==> config.mk <==
export PLATFORM = sky130hd
export DESIGN_NAME = rsdz_div
export DESIGN_NICKNAME = d
export VERILOG_FILES = /design/src/design/radial_stick_deadzone_core_assert.svh /design/src/design/rsdz_pkg.sv /design/src/design/rsdz_div.sv
export SDC_FILE = /design/constraint.sdc
export NUM_CORES = 2
export LEC_CHECK = 0
export BUFFER_PORTS_ARGS = -buffer_cell sky130_fd_sc_hd__buf_2
export CAP_MARGIN = 20
export CORE_MARGIN = 2
export CORE_UTILIZATION = 23
export CTS_BUF_LIST = sky130_fd_sc_hd__clkbuf_16
export DETAILED_ROUTE_END_ITERATION = 8
export HOLD_SLACK_MARGIN = 0.12
export PLACE_DENSITY = 0.35
export SETUP_SLACK_MARGIN = 0.02
export SKIP_CTS_REPAIR_TIMING = 1
export SYNTH_ARGS = -nofsm -noshare
export SYNTH_HDL_FRONTEND = slang
export SYNTH_SLANG_ARGS = --single-unit
==> constraint.sdc <==
create_clock -name clk -period 3.7 [get_ports clk]
set_input_delay 0.74 -clock clk [delete_from_list [all_inputs] [get_ports clk]]
set_output_delay 0.74 -clock clk [all_outputs]
set_load 0.01 [all_outputs]
==> src/design/radial_stick_deadzone_core_assert.svh <==
// Assertion macros shared by the radial stick deadzone design.
`ifndef RADIAL_STICK_DEADZONE_CORE_ASSERT_SVH
`define RADIAL_STICK_DEADZONE_CORE_ASSERT_SVH

// Same-cycle implication, disabled during reset.
`define RSDZ_ASSERT_IMPL(lbl, clk, rst_n, ante, cons) \
  lbl: assert property (@(posedge clk) disable iff (!rst_n) (ante) |-> (cons)) \
    else $error("rsdz: same-cycle check failed");

// Next-cycle implication, disabled during reset.
`define RSDZ_ASSERT_NEXT(lbl, clk, rst_n, ante, cons) \
  lbl: assert property (@(posedge clk) disable iff (!rst_n) (ante) |=> (cons)) \
    else $error("rsdz: next-cycle check failed");

`endif

==> src/design/rsdz_pkg.sv <==
// ----------------------------------------------------------------------------
// rsdz_pkg
// Widths, stage counts and side-band types of the stick deadzone pipeline.
// ----------------------------------------------------------------------------
package rsdz_pkg;

  localparam int SUM_W      = 32;
  localparam int MAG_W      = 16;
  localparam int SQ_STAGES  = MAG_W;
  localparam int SQ_REM_W   = MAG_W + 3;
  localparam int DIV_NUM_W  = 33;
  localparam int DIV_DEN_W  = 16;
  localparam int DIV_Q_W    = 17;
  localparam int DIV_LANES  = 3;

  // Data that rides along with the square root.
  typedef struct packed {
    logic        x_neg;
    logic        y_neg;
    logic [15:0] ax;
    logic [15:0] ay;
    logic [14:0] dz;
  } sqrt_side_t;

  // Data that rides along with the dividers.
  typedef struct packed {
    logic        x_neg;
    logic        y_neg;
    logic        mag_zero;
    logic        indz;
    logic        span_zero;
    logic [14:0] adj;
  } div_side_t;

endpackage

==> src/design/rsdz_div.sv <==
// ----------------------------------------------------------------------------
// rsdz_div
// Three-lane pipelined restoring divider, one quotient bit per stage.
// ----------------------------------------------------------------------------
module rsdz_div (
  input  logic                                              clk,
  input  logic                                              rst_n,
  input  logic                                              adv,
  input  logic                                              in_vld,
  input  logic [rsdz_pkg::DIV_LANES-1:0][rsdz_pkg::DIV_NUM_W-1:0] in_num,
  input  logic [rsdz_pkg::DIV_LANES-1:0][rsdz_pkg::DIV_DEN_W-1:0] in_den,
  input  rsdz_pkg::div_side_t                               in_side,
  output logic                                              out_vld,
  output logic [rsdz_pkg::DIV_LANES-1:0][rsdz_pkg::DIV_Q_W-1:0]   out_q,
  output rsdz_pkg::div_side_t                               out_side
);
  import rsdz_pkg::*;

  logic                                  vld_r  [DIV_Q_W];
  logic [DIV_LANES-1:0][DIV_NUM_W-1:0]   rem_r  [DIV_Q_W];
  logic [DIV_LANES-1:0][DIV_DEN_W-1:0]   den_r  [DIV_Q_W];
  logic [DIV_LANES-1:0][DIV_Q_W-1:0]     q_r    [DIV_Q_W];
  div_side_t                             side_r [DIV_Q_W];
  logic [DIV_LANES-1:0][DIV_NUM_W-1:0]   rem_nxt [DIV_Q_W];
  logic [DIV_LANES-1:0][DIV_DEN_W-1:0]   den_nxt [DIV_Q_W];
  logic [DIV_LANES-1:0][DIV_Q_W-1:0]     q_nxt   [DIV_Q_W];

  // Stage k decides quotient bit DIV_Q_W-1-k by one shifted compare.
  always_comb begin
    logic [DIV_NUM_W-1:0] rp;
    logic [DIV_DEN_W-1:0] dp;
    logic [DIV_Q_W-1:0]   qp;
    logic [DIV_NUM_W-1:0] trial;
    for (int k = 0; k < DIV_Q_W; k++) begin
      for (int l = 0; l < DIV_LANES; l++) begin
        if (k == 0) begin
          rp = in_num[l];
          dp = in_den[l];
          qp = '0;
        end else begin
          rp = rem_r[k-1][l];
          dp = den_r[k-1][l];
          qp = q_r[k-1][l];
        end
        trial = DIV_NUM_W'(dp) << (DIV_Q_W - 1 - k);
        den_nxt[k][l] = dp;
        if (rp >= trial) begin
          rem_nxt[k][l] = rp - trial;
          q_nxt[k][l]   = {qp[DIV_Q_W-2:0], 1'b1};
        end else begin
          rem_nxt[k][l] = rp;
          q_nxt[k][l]   = {qp[DIV_Q_W-2:0], 1'b0};
        end
      end
    end
  end

  // Valid bits march with the data.
  always_ff @(posedge clk) begin
    if (!rst_n) begin
      for (int k = 0; k < DIV_Q_W; k++) vld_r[k] <= 1'b0;
    end else if (adv) begin
      for (int k = 0; k < DIV_Q_W; k++) vld_r[k] <= (k == 0) ? in_vld : vld_r[k-1];
    end
  end

  // Payload registers.
  always_ff @(posedge clk) begin
    if (adv) begin
      for (int k = 0; k < DIV_Q_W; k++) begin
        rem_r[k]  <= rem_nxt[k];
        den_r[k]  <= den_nxt[k];
        q_r[k]    <= q_nxt[k];
        side_r[k] <= (k == 0) ? in_side : side_r[k-1];
      end
    end
  end

  assign out_vld  = vld_r[DIV_Q_W-1];
  assign out_q    = q_r[DIV_Q_W-1];
  assign out_side = side_r[DIV_Q_W-1];

endmodule

---- Yosys cells after proc, flatten, opt, wreduce, memory -nomap -nowiden ----
Memories as Yosys holds them, arrays and structs flattened.
Cells that the tools add are included.
word-level totals
  register bits ........................... 0
  RAM bits ................................ 3723
  output and inout bits ................... 72
  word-level logic and storage cells ...... 248
  memories kept ........................... 5
operators by class
  add/sub/neg operators ................... 51
  order comparisons ....................... 51
  mux-type cells .......................... 124
  bitwise gates (word level) .............. 17
memories
  memory  depth  bits a word  rd ports  clocked after memory_dff  wr ports  line            text
  rem_r   17     99           16        0                         17        rsdz_div.sv:20  logic [DIV_LANES-1:0][DIV_NUM_W-1:0] rem_r [DIV_Q_W];
  q_r     17     51           17        0                         17        rsdz_div.sv:22  logic [DIV_LANES-1:0][DIV_Q_W-1:0] q_r [DIV_Q_W];
  den_r   17     48           16        0                         17        rsdz_div.sv:21  logic [DIV_LANES-1:0][DIV_DEN_W-1:0] den_r [DIV_Q_W];
  side_r  17     20           17        0                         17        rsdz_div.sv:23  div_side_t side_r [DIV_Q_W];
  vld_r   17     1            17        0                         17        rsdz_div.sv:19  logic vld_r [DIV_Q_W];
operators with widths
  operator          number
  $mux 33           51
  $ge 33x16->1      3
  $ge 33x17->1      3
  $ge 33x18->1      3
  $ge 33x19->1      3
  $ge 33x20->1      3
  $ge 33x21->1      3
  $ge 33x22->1      3
  $ge 33x23->1      3
  $ge 33x24->1      3
  $ge 33x25->1      3
  $ge 33x26->1      3
  $ge 33x27->1      3
  $ge 33x28->1      3
  $ge 33x29->1      3
  $ge 33x30->1      3
  $ge 33x31->1      3
  $ge 33x32->1      3
  $sub 33x16->33    3
  $sub 33x17->33    3
  $sub 33x18->33    3
  $sub 33x19->33    3
  $sub 33x20->33    3
  $sub 33x21->33    3
  other kinds (13)  123

---- Logic depth before layout (Yosys ltp) ----
  depth in word-level cells ............... 4
  mapped depth ............................ 14
  mapped depth without buffers ............ 12

---- Worst setup path after synthesis ----
Ideal clock, no wire load.
  path type ............................... register -> register
  start point ............................. mem rem_r[0][1355] (netlist bit)
  end point ............................... mem rem_r[0][1476] (netlist bit) (data pin)
  setup time .............................. 258 ps
  arrival ................................. 3191 ps
  data required time ...................... 3442 ps
  setup slack ............................. 252 ps
  stages on the path, launching flop included .. 14
  path buffers ............................ 1
  period minus slack after synthesis ...... 3448 ps
  cells stage by stage .................... edfxtp_1 inv_1 ha_1 inv_1 fa_1 a21o_1 a221oi_1 o21ai_0 a221oi_1 o22ai_1 or2_2 clkbuf_1 or3_1 xnor2_1
RTL lines
  element      line
  from (decl)  rsdz_div.sv:20

==> flow_metrics.tcl <==
set metrics [dict create \
    power_density_mw_per_mm2 695 \
    chipHeight_um 821 \
    hold_viol 0 \
    ys_seq_area_frac 0.619 \
    cts_sinks 3168 \
    grt_usage 0.0993 \
    io_buffers 242 \
    grt_max_degree 103 \
    synth_area_leader_cell "edfxtp_1" \
    finalPower_mw 127 \
    drt_iter0_drc 4319 \
    avgSynthCellArea_um2 12.7 \
    p_leak_nw 67.9 \
    wire_per_inst_um 15.5 \
    regToRegSetupSlack_ns 0.17 \
    first_global_vias 94300 \
    max_freq_ghz 0.284 \
    ios 243 \
    finalWorstPathRequiredPeriod_ns 3.53 \
    postRouteAntennaNets 0 \
    vias_per_cell 4.10 \
    fp.dieArea_mm2 0.675 \
    synth_area_leaders "edfxtp_1 62%, ha_1 6.6%, xnor2_1 2.7%" \
    fin_worst_skew_ns 0.0388 \
    r2r_end "rem_r[0][1513]" \
    synth_nets 13200 \
    endpoint "rem_r[0][1513]" \
    finalNetCount 14100 \
    crit_path_start "rem_r[0][1407]" \
    slew_viol_final 0 \
    overflow 0 \
    relSlewSlack 0.361 \
    initial_core_util 0.231 \
    clockRootBuffer "clkbuf_16" \
    antenna_found_initial 5 \
    finalSetupTns_ns 0 \
    htreeDepth 5 \
    cp_data_required_time_ns 4.41 \
    worstPathArrival_ns 4.24 \
    stdcell_area_mm2 0.183 \
    final_cell_mix "3168 x edfxtp_1, 1121 x inv_1, 816 x nor2_1, 816 x ha_1, 777 x a21oi_1" \
    synthesis.area_mm2 0.154 \
    cp-end-kind "flop" \
    rr_startpoint "rem_r[0][1407]" \
    synth.top_cell.area_share 0.619 \
    maxCapViolCount 0 \
    ys_warn_count 0 \
    vias 91300 \
    final_common_cell "edfxtp_1" \
    setup_violations 0 \
    start_kind "flop" \
    rows 300 \
    synth_ff_type "edfxtp_1" \
    wl_um 344000 \
    cts_made_buffers 386 \
    path_class "reg2reg" \
    dpl.hpwl_um 256000 \
    area_delta_synth_final_pct 19.0 \
    clk_latency_ns 1.00 \
    core_mm2 0.667 \
    dpl_cell_area_mm2 0.169 \
    rsz0062_at_grt "no" \
    synthArstFlopShare 0 \
    clk_pin_slew_ns 0.06 \
    die_w_um 821 \
    fin_crit_sh 0.953 \
    gp_congestion 0.819 \
    drc_errors 0 \
    grt_pass1_wl_um 544000 \
    finish.utilization 0.274 \
    ff2ff_path_depth 8 \
    status "finished clean" \
    synthCells 12100 \
    worst_pin_slew_ns 0.947 \
    drive_above_1_share 0.109 \
    synth_cell_types 96 \
    dr.pass1.iters 5 \
    hp-class "in2reg" \
    tritoncts "done" \
    crit_fanout 8 \
    hold_ws_ns 0.128 \
    synth_edf_count 3168 \
    irDropWorstVdd_uv 360 \
    clk_path_buf_depth 4 \
    ys_seq_elements 3168 \
]
[power by group]
group	internal [mW]	switching, mW
Sequential	48.5	4.37
Clock	21.9	15.6
Combinational	16.6	20.2
Total	87.1	40.1
[how the worst min path moves through the flow]
stage | startpoint | end | slack, ns | cells after the start
detailed placement | q_r[0][170] | q_r[0][222] | 0.40 | 0
finish | in_num[61] | rem_r[0][61] | 0.13 | 3
floorplan | q_r[0][51] | q_r[0][103] | 0.40 | 0
CTS | in_side[10] | side_r[0][10] | -0.23 | 1
global placement | q_r[0][276] | q_r[0][328] | 0.40 | 0
global route | in_num[61] | rem_r[0][61] | 0.12 | 3
[metal layers]
| layer | share of wire | routed length (µm) | global-route usage | vias up |
|---|---|---|---|---|
| met5 | 0 | 0 | 0 | - |
| met4 | 0.035 | 12100 | 0.0342 | 0 |
| met3 | 0.032 | 11200 | 0.0159 | 573 |
| met2 | 0.45 | 155000 | 0.162 | 1141 |
| met1 | 0.48 | 166000 | 0.133 | 42500 |
| li1 | - | - | - | 47100 |
[cells in the mapped netlist (all sizes together), types with 43 or more instances]
library cell and n:
a211oi 66, a21o 252, a21oi 780, a31oi 67
and2 49, and3 95, clkbuf 185, edfxtp 3168
fa 48, ha 816, inv 1057, mux2 203
nand2 659, nand2b 144, nand3 220, nand4 119
nor2 817, nor2b 124, nor3 284, nor4 172
nor4b 50, o211ai 59, o21a 131, o21ai 627
o21bai 65, o31a 50, o31ai 64, or2 43
or3 123, or4 78, xnor2 475, xor2 466
[registers in the layout, summed over array words and instances (netlist names)]
signal / count
rem_r: 1584
vld_r: 17
q_r: 459
den_r: 768
side_r: 340
[critical path, stage by stage (launching register included)]
cell and delay [ns]:
edfxtp_1 0.40, or4_1 0.56, or3_1 0.36, or3_4 0.34
or4_1 0.53, or3_4 0.47, o211ai_4 0.34, nor4b_1 0.11
xor2_1 0.15
[metrics by stage]
step                      instances  setup WS [ns]
after floorplan               12100          0.252
after global placement        21400          0.136
after detailed placement      21400         0.0950
after CTS                     22100         0.0916
after global routing          22200         0.0287
final                         22200          0.173
[cell type report]
| class | instances | area (µm²) |
|---|---|---|
| antenna | 2 | 5.00 |
| timing repair buffer | 729 | 6170 |
| sequential | 3168 | 95100 |
| clock inverter | 311 | 2850 |
| inverter | 1059 | 3980 |
| clock buffer | 389 | 9730 |
| multi-input combinational | 7682 | 53900 |
| fill | 68600 | 484000 |
| tap | 8909 | 11100 |
[cell families after synthesis]
kind of cell / count (synthesis) / synth area share
mux: 218 / 0.0160
buf+inv: 1276 / 0.0314
simple gates: 3168 / 0.105
xor+xnor: 941 / 0.0536
fa+ha+maj: 864 / 0.0727
compound gates: 2491 / 0.102
flops: 3168 / 0.619
No activity file was read; power rests on OpenSTA's default activity.
