--- src/design/radial_stick_deadzone_core_assert.svh ---
// Assertion macros shared by the radial stick deadzone design.
`ifndef RADIAL_STICK_DEADZONE_CORE_ASSERT_SVH
`define RADIAL_STICK_DEADZONE_CORE_ASSERT_SVH

// Same-cycle implication, disabled during reset.
`define RSDZ_ASSERT_IMPL(lbl, clk, rst_n, ante, cons) \
  lbl: assert property (@(posedge clk) disable iff (!rst_n) (ante) |-> (cons)) \
    else $error("rsdz: same-cycle check failed");

// Next-cycle implication, disabled during reset.
`define RSDZ_ASSERT_NEXT(lbl, clk, rst_n, ante, cons) \
  lbl: assert property (@(posedge clk) disable iff (!rst_n) (ante) |=> (cons)) \
    else $error("rsdz: next-cycle check failed");

`endif

--- src/design/rsdz_pkg.sv ---
// ----------------------------------------------------------------------------
// rsdz_pkg
// Widths, stage counts and side-band types of the stick deadzone pipeline.
// ----------------------------------------------------------------------------
package rsdz_pkg;

  localparam int SUM_W      = 32;
  localparam int MAG_W      = 16;
  localparam int SQ_STAGES  = MAG_W;
  localparam int SQ_REM_W   = MAG_W + 3;
  localparam int DIV_NUM_W  = 33;
  localparam int DIV_DEN_W  = 16;
  localparam int DIV_Q_W    = 17;
  localparam int DIV_LANES  = 3;

  // Data that rides along with the square root.
  typedef struct packed {
    logic        x_neg;
    logic        y_neg;
    logic [15:0] ax;
    logic [15:0] ay;
    logic [14:0] dz;
  } sqrt_side_t;

  // Data that rides along with the dividers.
  typedef struct packed {
    logic        x_neg;
    logic        y_neg;
    logic        mag_zero;
    logic        indz;
    logic        span_zero;
    logic [14:0] adj;
  } div_side_t;

endpackage

--- src/design/rsdz_sqrt.sv ---
// ----------------------------------------------------------------------------
// rsdz_sqrt
// Pipelined integer square root, one result bit per stage.
// ----------------------------------------------------------------------------
module rsdz_sqrt (
  input  logic                         clk,
  input  logic                         rst_n,
  input  logic                         adv,
  input  logic                         in_vld,
  input  logic [rsdz_pkg::SUM_W-1:0]   in_v,
  input  rsdz_pkg::sqrt_side_t         in_side,
  output logic                         out_vld,
  output logic [rsdz_pkg::MAG_W-1:0]   out_root,
  output rsdz_pkg::sqrt_side_t         out_side
);
  import rsdz_pkg::*;

  logic                vld_r  [SQ_STAGES];
  logic [SQ_REM_W-1:0] rem_r  [SQ_STAGES];
  logic [MAG_W-1:0]    root_r [SQ_STAGES];
  logic [SUM_W-1:0]    v_r    [SQ_STAGES];
  sqrt_side_t          side_r [SQ_STAGES];
  logic [SQ_REM_W-1:0] rem_nxt  [SQ_STAGES];
  logic [MAG_W-1:0]    root_nxt [SQ_STAGES];

  // Each stage brings down two radicand bits and settles one root bit.
  always_comb begin
    logic [SQ_REM_W-1:0] rp;
    logic [MAG_W-1:0]    tp;
    logic [SUM_W-1:0]    vp;
    logic [SQ_REM_W-1:0] cur;
    logic [SQ_REM_W-1:0] trial;
    for (int k = 0; k < SQ_STAGES; k++) begin
      if (k == 0) begin
        rp = '0;
        tp = '0;
        vp = in_v;
      end else begin
        rp = rem_r[k-1];
        tp = root_r[k-1];
        vp = v_r[k-1];
      end
      cur   = {rp[SQ_REM_W-3:0], vp[SUM_W-1:SUM_W-2]};
      trial = SQ_REM_W'({tp, 2'b01});
      if (cur >= trial) begin
        rem_nxt[k]  = cur - trial;
        root_nxt[k] = {tp[MAG_W-2:0], 1'b1};
      end else begin
        rem_nxt[k]  = cur;
        root_nxt[k] = {tp[MAG_W-2:0], 1'b0};
      end
    end
  end

  // Valid bits march with the data.
  always_ff @(posedge clk) begin
    if (!rst_n) begin
      for (int k = 0; k < SQ_STAGES; k++) vld_r[k] <= 1'b0;
    end else if (adv) begin
      for (int k = 0; k < SQ_STAGES; k++) vld_r[k] <= (k == 0) ? in_vld : vld_r[k-1];
    end
  end

  // Payload registers.
  always_ff @(posedge clk) begin
    if (adv) begin
      for (int k = 0; k < SQ_STAGES; k++) begin
        rem_r[k]  <= rem_nxt[k];
        root_r[k] <= root_nxt[k];
        if (k == 0) begin
          v_r[k]    <= in_v << 2;
          side_r[k] <= in_side;
        end else begin
          v_r[k]    <= v_r[k-1] << 2;
          side_r[k] <= side_r[k-1];
        end
      end
    end
  end

  assign out_vld  = vld_r[SQ_STAGES-1];
  assign out_root = root_r[SQ_STAGES-1];
  assign out_side = side_r[SQ_STAGES-1];

endmodule

--- config.mk ---
export PLATFORM = sky130hd
export DESIGN_NAME = rsdz_sqrt
export DESIGN_NICKNAME = d
export VERILOG_FILES = /design/src/design/radial_stick_deadzone_core_assert.svh /design/src/design/rsdz_pkg.sv /design/src/design/rsdz_sqrt.sv
export SDC_FILE = /design/constraint.sdc
export NUM_CORES = 1
export LEC_CHECK = 0
export ABC_AREA = 1
export ABC_CLOCK_PERIOD_IN_PS = 4600
export BUFFER_PORTS_ARGS = -buffer_cell sky130_fd_sc_hd__buf_2
export CORE_ASPECT_RATIO = 0.6
export CORE_MARGIN = 1
export CORE_UTILIZATION = 62
export DETAILED_ROUTE_END_ITERATION = 7
export PLACE_DENSITY = 0.87
export RECOVER_POWER = 100
export SYNTH_ARGS = -nofsm -noshare
export SYNTH_HDL_FRONTEND = slang
export SYNTH_SLANG_ARGS = --single-unit
--- constraint.sdc ---
create_clock -name clk -period 4.6 [get_ports clk]
set_input_delay 0.46 -clock clk [delete_from_list [all_inputs] [get_ports clk]]
set_output_delay 0.46 -clock clk [all_outputs]
set_load 0.02 [all_outputs]
* Word level (Yosys, flattened, before mapping)
Memory sizes are Yosys's and may differ from the RTL's. Cells that the tools add are included.
Storage, ports and cells: bits in registers 0, RAM bits 1840, input port bits 85, logic and storage cells 106, memories kept 5
Cells by class: $add $sub $neg 16, $lt $le $gt $ge 16, muxes and demuxes 53, bitwise operators 16
Memories:
- side_r | words 16, width 49, read ports 16, clocked after Yosys merged registers in 0, write ports 16, RTL line rsdz_sqrt.sv:22 | sqrt_side_t side_r [SQ_STAGES];
- v_r | words 16, width 30, read ports 15, clocked after Yosys merged registers in 0, write ports 16, RTL line rsdz_sqrt.sv:21 | logic [SUM_W-1:0] v_r [SQ_STAGES];
- rem_r | words 16, width 19, read ports 15, clocked after Yosys merged registers in 0, write ports 16, RTL line rsdz_sqrt.sv:19 | logic [SQ_REM_W-1:0] rem_r [SQ_STAGES];
- root_r | words 16, width 16, read ports 16, clocked after Yosys merged registers in 0, write ports 16, RTL line rsdz_sqrt.sv:20 | logic [MAG_W-1:0] root_r [SQ_STAGES];
- vld_r | words 16, width 1, read ports 16, clocked after Yosys merged registers in 0, write ports 16, RTL line rsdz_sqrt.sv:18 | logic vld_r [SQ_STAGES];
Operator list (number):
- 19-bit 2-to-1 mux | 16
- 19-bit by 18-bit greater-or-equal comparator with 1-bit output | 15
- 19-bit by 18-bit subtractor with 19-bit output | 15
- 1-bit 2-to-1 mux | 37
- 1-bit OR | 16
- 2-bit by 1-bit subtractor with 3-bit output (second input constant) | 1
- 2-bit by 1-bit greater-or-equal comparator with 1-bit output (second input constant) | 1

* Longest topological paths before layout
depth after elaboration 4, mapped depth 14

* Worst setup path before layout
OpenSTA, ideal clock, no wires.
path kind register to register, start memory rem_r[0][118] (netlist bit), end memory rem_r[0][139] (netlist bit) (data pin), library setup time 0.252 ns, arrival 1.642 ns, path slack 2.705 ns, cell stages (with the launch flop) 11, clock period less this slack 1.895 ns, cell sequence edfxtp_1 ha_1 nand2_1 inv_1 a21oi_1 nand2_1 a21oi_1 nand2_1 buf_4 nand2_1 nand2_1
RTL lines (RTL line):
- from (decl) | rsdz_sqrt.sv:19

==> summary.md <==
| Metric | Value |
|---|---|
| Via Count | `31,800` |
| Initial Utilization | `62.9%` |
| GRT Overall Usage | `24.0%` |
| Maximum number of pins on one net before global-route repair | `between 100 and 150` |
| Mean post-synth cell area | `13.1 sq um` |
| CTS buffer count | `approximately 120` |
| Die area | `about 90,000 sq um` |
| Sw power | `7.25 mW` |
| Postcts setup bufs | `0` |
| Internal | `around 22 mW` |
| Ys async rst share | `0%` |
| CP arrival | `4020 ps` |
| FP Rows | `85` |
| Hold Path End | `vld_r[0][0]` |
| Worst-Skew Late Latency | `~740 ps` |
| Worst hold stages | `3` |
| VDD IR max | `between 0.4 and 0.5 mV` |
| Clock Tree Buf Depth | `3` |
| RR Startpoint | `rem_r[1][0]` |
| Die W | `between 300 and 400 microns` |
| 1st-pass router iterations | `6` |
| Hpwl dp | `72.4 mm` |
| Setup TNS | `0 ps` |
| Ys flop type | `edfxtp_1` |
| PortBufs | `150` |
| PwrDens | `about 460 nW/um^2` |
| Stages on the worst setup path | `12` |
| Final antenna-violating net count | `0` |
| CTS tree | `yes` |
| First-pass GRT wire length | `169 mm` |
| CP max stage cell | `nor2_1` |
| Reg power frac | `a little over half` |
| Final critical-path share of the clock period | `77.3%` |
| Critical path launch point type | `flop` |
| Synthesis-to-layout area growth | `11.4%` |
| Max Fclk | `roughly 280 MHz` |
| Slew margin rel. | `-134%` |
| Final Skew | `between 30 and 40 ps` |
| Crit path cell chain | `ha_1 -> o21ai_0 -> nand2_1 -> nand2_1 -> nand2_1 -> nand2_1 -> nand2_1 -> nor2_1 -> clkbuf_1 -> inv_1 -> nand2_1 -> nand2_1` |
| Clk pwr share | `35.0%` |
| Nets | `around 5,000` |
| Post-synthesis instance area | `roughly 57,000 sq um` |
| Total congestion overflow | `0` |
| DR DRC count | `0` |
| Status | `complete, but fails checks` |
| RSZ-0062 raised after global routing | `false` |
| Combinational power share | `10.7%` |
| Leakage | `25.8 nW` |
| Max-cap violations | `13` |
| Setup violations, final | `0` |
| Endpoint class of the critical path | `flop` |
| Clock-pin slew on the worst setup and hold paths | `70 ps` |
| Failing checks | `capacitance limit, slew limit` |
| Synth Instances | `between 4,000 and 5,000` |
| CP top delay family | `simple AND/OR/NAND/NOR gates` |
| Fillcell total | `just over 6,000` |
| Crit-path max cell delay | `between 600 and 700 ps` |
| R2R setup slack | `about 1000 ps` |
| Total power | `~30 mW` |
| Ys Warns | `0` |
| Vias/cell | `about 5.3` |
| CTS HTree Levels | `3` |
| Register area share after synthesis | `between 70 and 80%` |
| Core area | `about 90,000 sq um` |
| WP data required | `slightly above 5000 ps` |
| Initial antenna violation count | `3` |
| Clock sink count | `about 1,400` |
| Switching Fraction | `24.7%` |
| Antenna fix cells | `0` |
| CP Max Fanout | `14` |
| Share of the synthesized area in the top cell type | `between 70 and 80%` |
| Average routed wire per standard cell | `about 18 microns` |
| CP bufs+invs | `2` |
| Layout cells sized above 1 | `about 6.6%` |
| GPL Wtd Cong | `about 0.95` |
| Die Ht | `236 microns` |
| CTS root buf | `clkbuf_16` |
| Yosys reg bits | `roughly 1,400` |
| Vias in the first global route | `30,300` |
| Inst Count DP | `between 5,000 and 6,000` |
| Num ports | `between 150 and 200` |
| Crit Path Category | `flop to flop` |
| RR Endpoint | `rem_r[1][25]` |
| Largest area contributor in the netlist | `edfxtp_1` |
| Slew @ Worst Pin | `roughly 3500 ps` |
| Post-synth EDFFs | `~1,400` |
| Most used cell, CP | `nand2_1` |
| Final min period | `3560 ps` |
| Final WL | `around 110 mm` |
| Yosys cell types | `46` |
| Max Transition Viols Final | `a little over 1,000` |
| Synth top area cells | `edfxtp_1 75%, nand2_1 7.6%, inv_1 4.2%` |
| Reg2reg path depth | `12` |
| Final non-filler cell total | `between 5,000 and 6,000` |
| Starting DRT DRC Count | `about 3,300` |
| Commonest cells in the netlist | `1,412 x edfxtp_1, 1,146 x nand2_1, 634 x inv_1` |
| Final Hold Vio Count | `0` |
| HP Start | `in_vld` |
| Net Count, Synth | `around 4,600` |
| Most common cell in the netlist | `edfxtp_1` |
| Worst min-delay path class | `input pin to flop` |
through the flow:
stage          hold slack (ps)  area, sq um  worst slack, ps  util (%)
5_1_grt                   23.0        63100              759      70.0
3_3_place_gp               400        58700             1820      65.1
2_1_floorplan              400        56600             2710         -
3_5_place_dp               405        58700             1770      65.1
4_1_cts                   8.12        63500             1740      70.4
6_report                  47.8        63100             1040      70.0
how the worst max path moves through the flow:
| stage | slack (ps) | from | to |
|---|---|---|---|
| 6_report | 1040 | rem_r[1][0] | rem_r[1][25] |
| 5_1_grt | 760 | rem_r[1][0] | rem_r[1][25] |
| 4_1_cts | 1740 | root_r[1][8] | rem_r[1][25] |
| 3_5_place_dp | 1770 | root_r[1][8] | rem_r[1][25] |
| 3_3_place_gp | 1820 | root_r[1][8] | rem_r[1][25] |
| 2_1_floorplan | 2710 | rem_r[0][118] | rem_r[0][139] |
power groups by stage:
stage / combinational, mW / clock (mW) / sequential [mW]
2_1_floorplan: 2.09 / 0 / 15.9
3_3_place_gp: 2.98 / 0 / 16.1
3_5_place_dp: 3.04 / 0 / 16.1
4_1_cts: 3.13 / 10.4 / 15.9
5_1_grt: 3.56 / 11.0 / 16.0
6_report: 3.15 / 10.3 / 15.9
layout by cell type, fill, tap and decap left out, types with 64 or more instances in the layout:
cell type,n
nand4_1,96
buf_2,69
ha_1,152
o21ai_0,64
a21oi_1,120
nand3_1,186
edfxtp_1,1412
clkbuf_1,105
clkbuf_16,116
nand2_1,1150
nor2_1,205
inv_1,639
dlygate4sd3_1,82
worst reg2reg max path, stage by stage (launching register included):
cell and delay, ps:
edfxtp_1 480, ha_1 400, o21ai_0 130, nand2_1 190, nand2_1 110, nand2_1 80, nand2_1 150, nand2_1 90
nor2_1 690, clkbuf_1 450, inv_1 300, nand2_1 130, nand2_1 70
registers in the layout (all words and copies together), names as in the netlist:
register,cells
side_r,784
v_r,240
rem_r,237
root_r,136
vld_r,16
cell type report:
type                       count  area (sq um)  share of cell area [%]
clock buffer                 126          2940                    4.66
clock inverter                92          1040                    1.64
inverter                     648          2430                    3.86
multi-input combinational   2185         11000                    17.5
sequential                  1413         42400                    67.3
timing repair buffer         264          1670                    2.64
tap                         1218          1520                    2.42
logic make-up after synthesis:
family	after synthesis	share of synthesized area (%)
DFF	1413	74.9
other	1	0.00662
and+or+nand+nor	1741	13.1
adders and majority gates	152	3.36
buffers and inverters	734	5.38
xor gates and xnor gates	83	1.28
AOI/OAI and AO/OA	208	1.96
timing repair:
| action | CTS | global route |
|---|---|---|
| hold buffers | 82 | 0 |
| hold endpoints to repair | 82 | 0 |
| setup endpoints to repair | 0 | 0 |
| gates resized for setup | 0 | 0 |
routing by layer:
metal | part of all wire [%] | global-route usage [%]
met5 | 0 | 0
met4 | 1.7 | 4.85
met3 | 11 | 7.59
met2 | 42 | 33.7
met1 | 46 | 36.9
(Power assumes the default switching activity.)
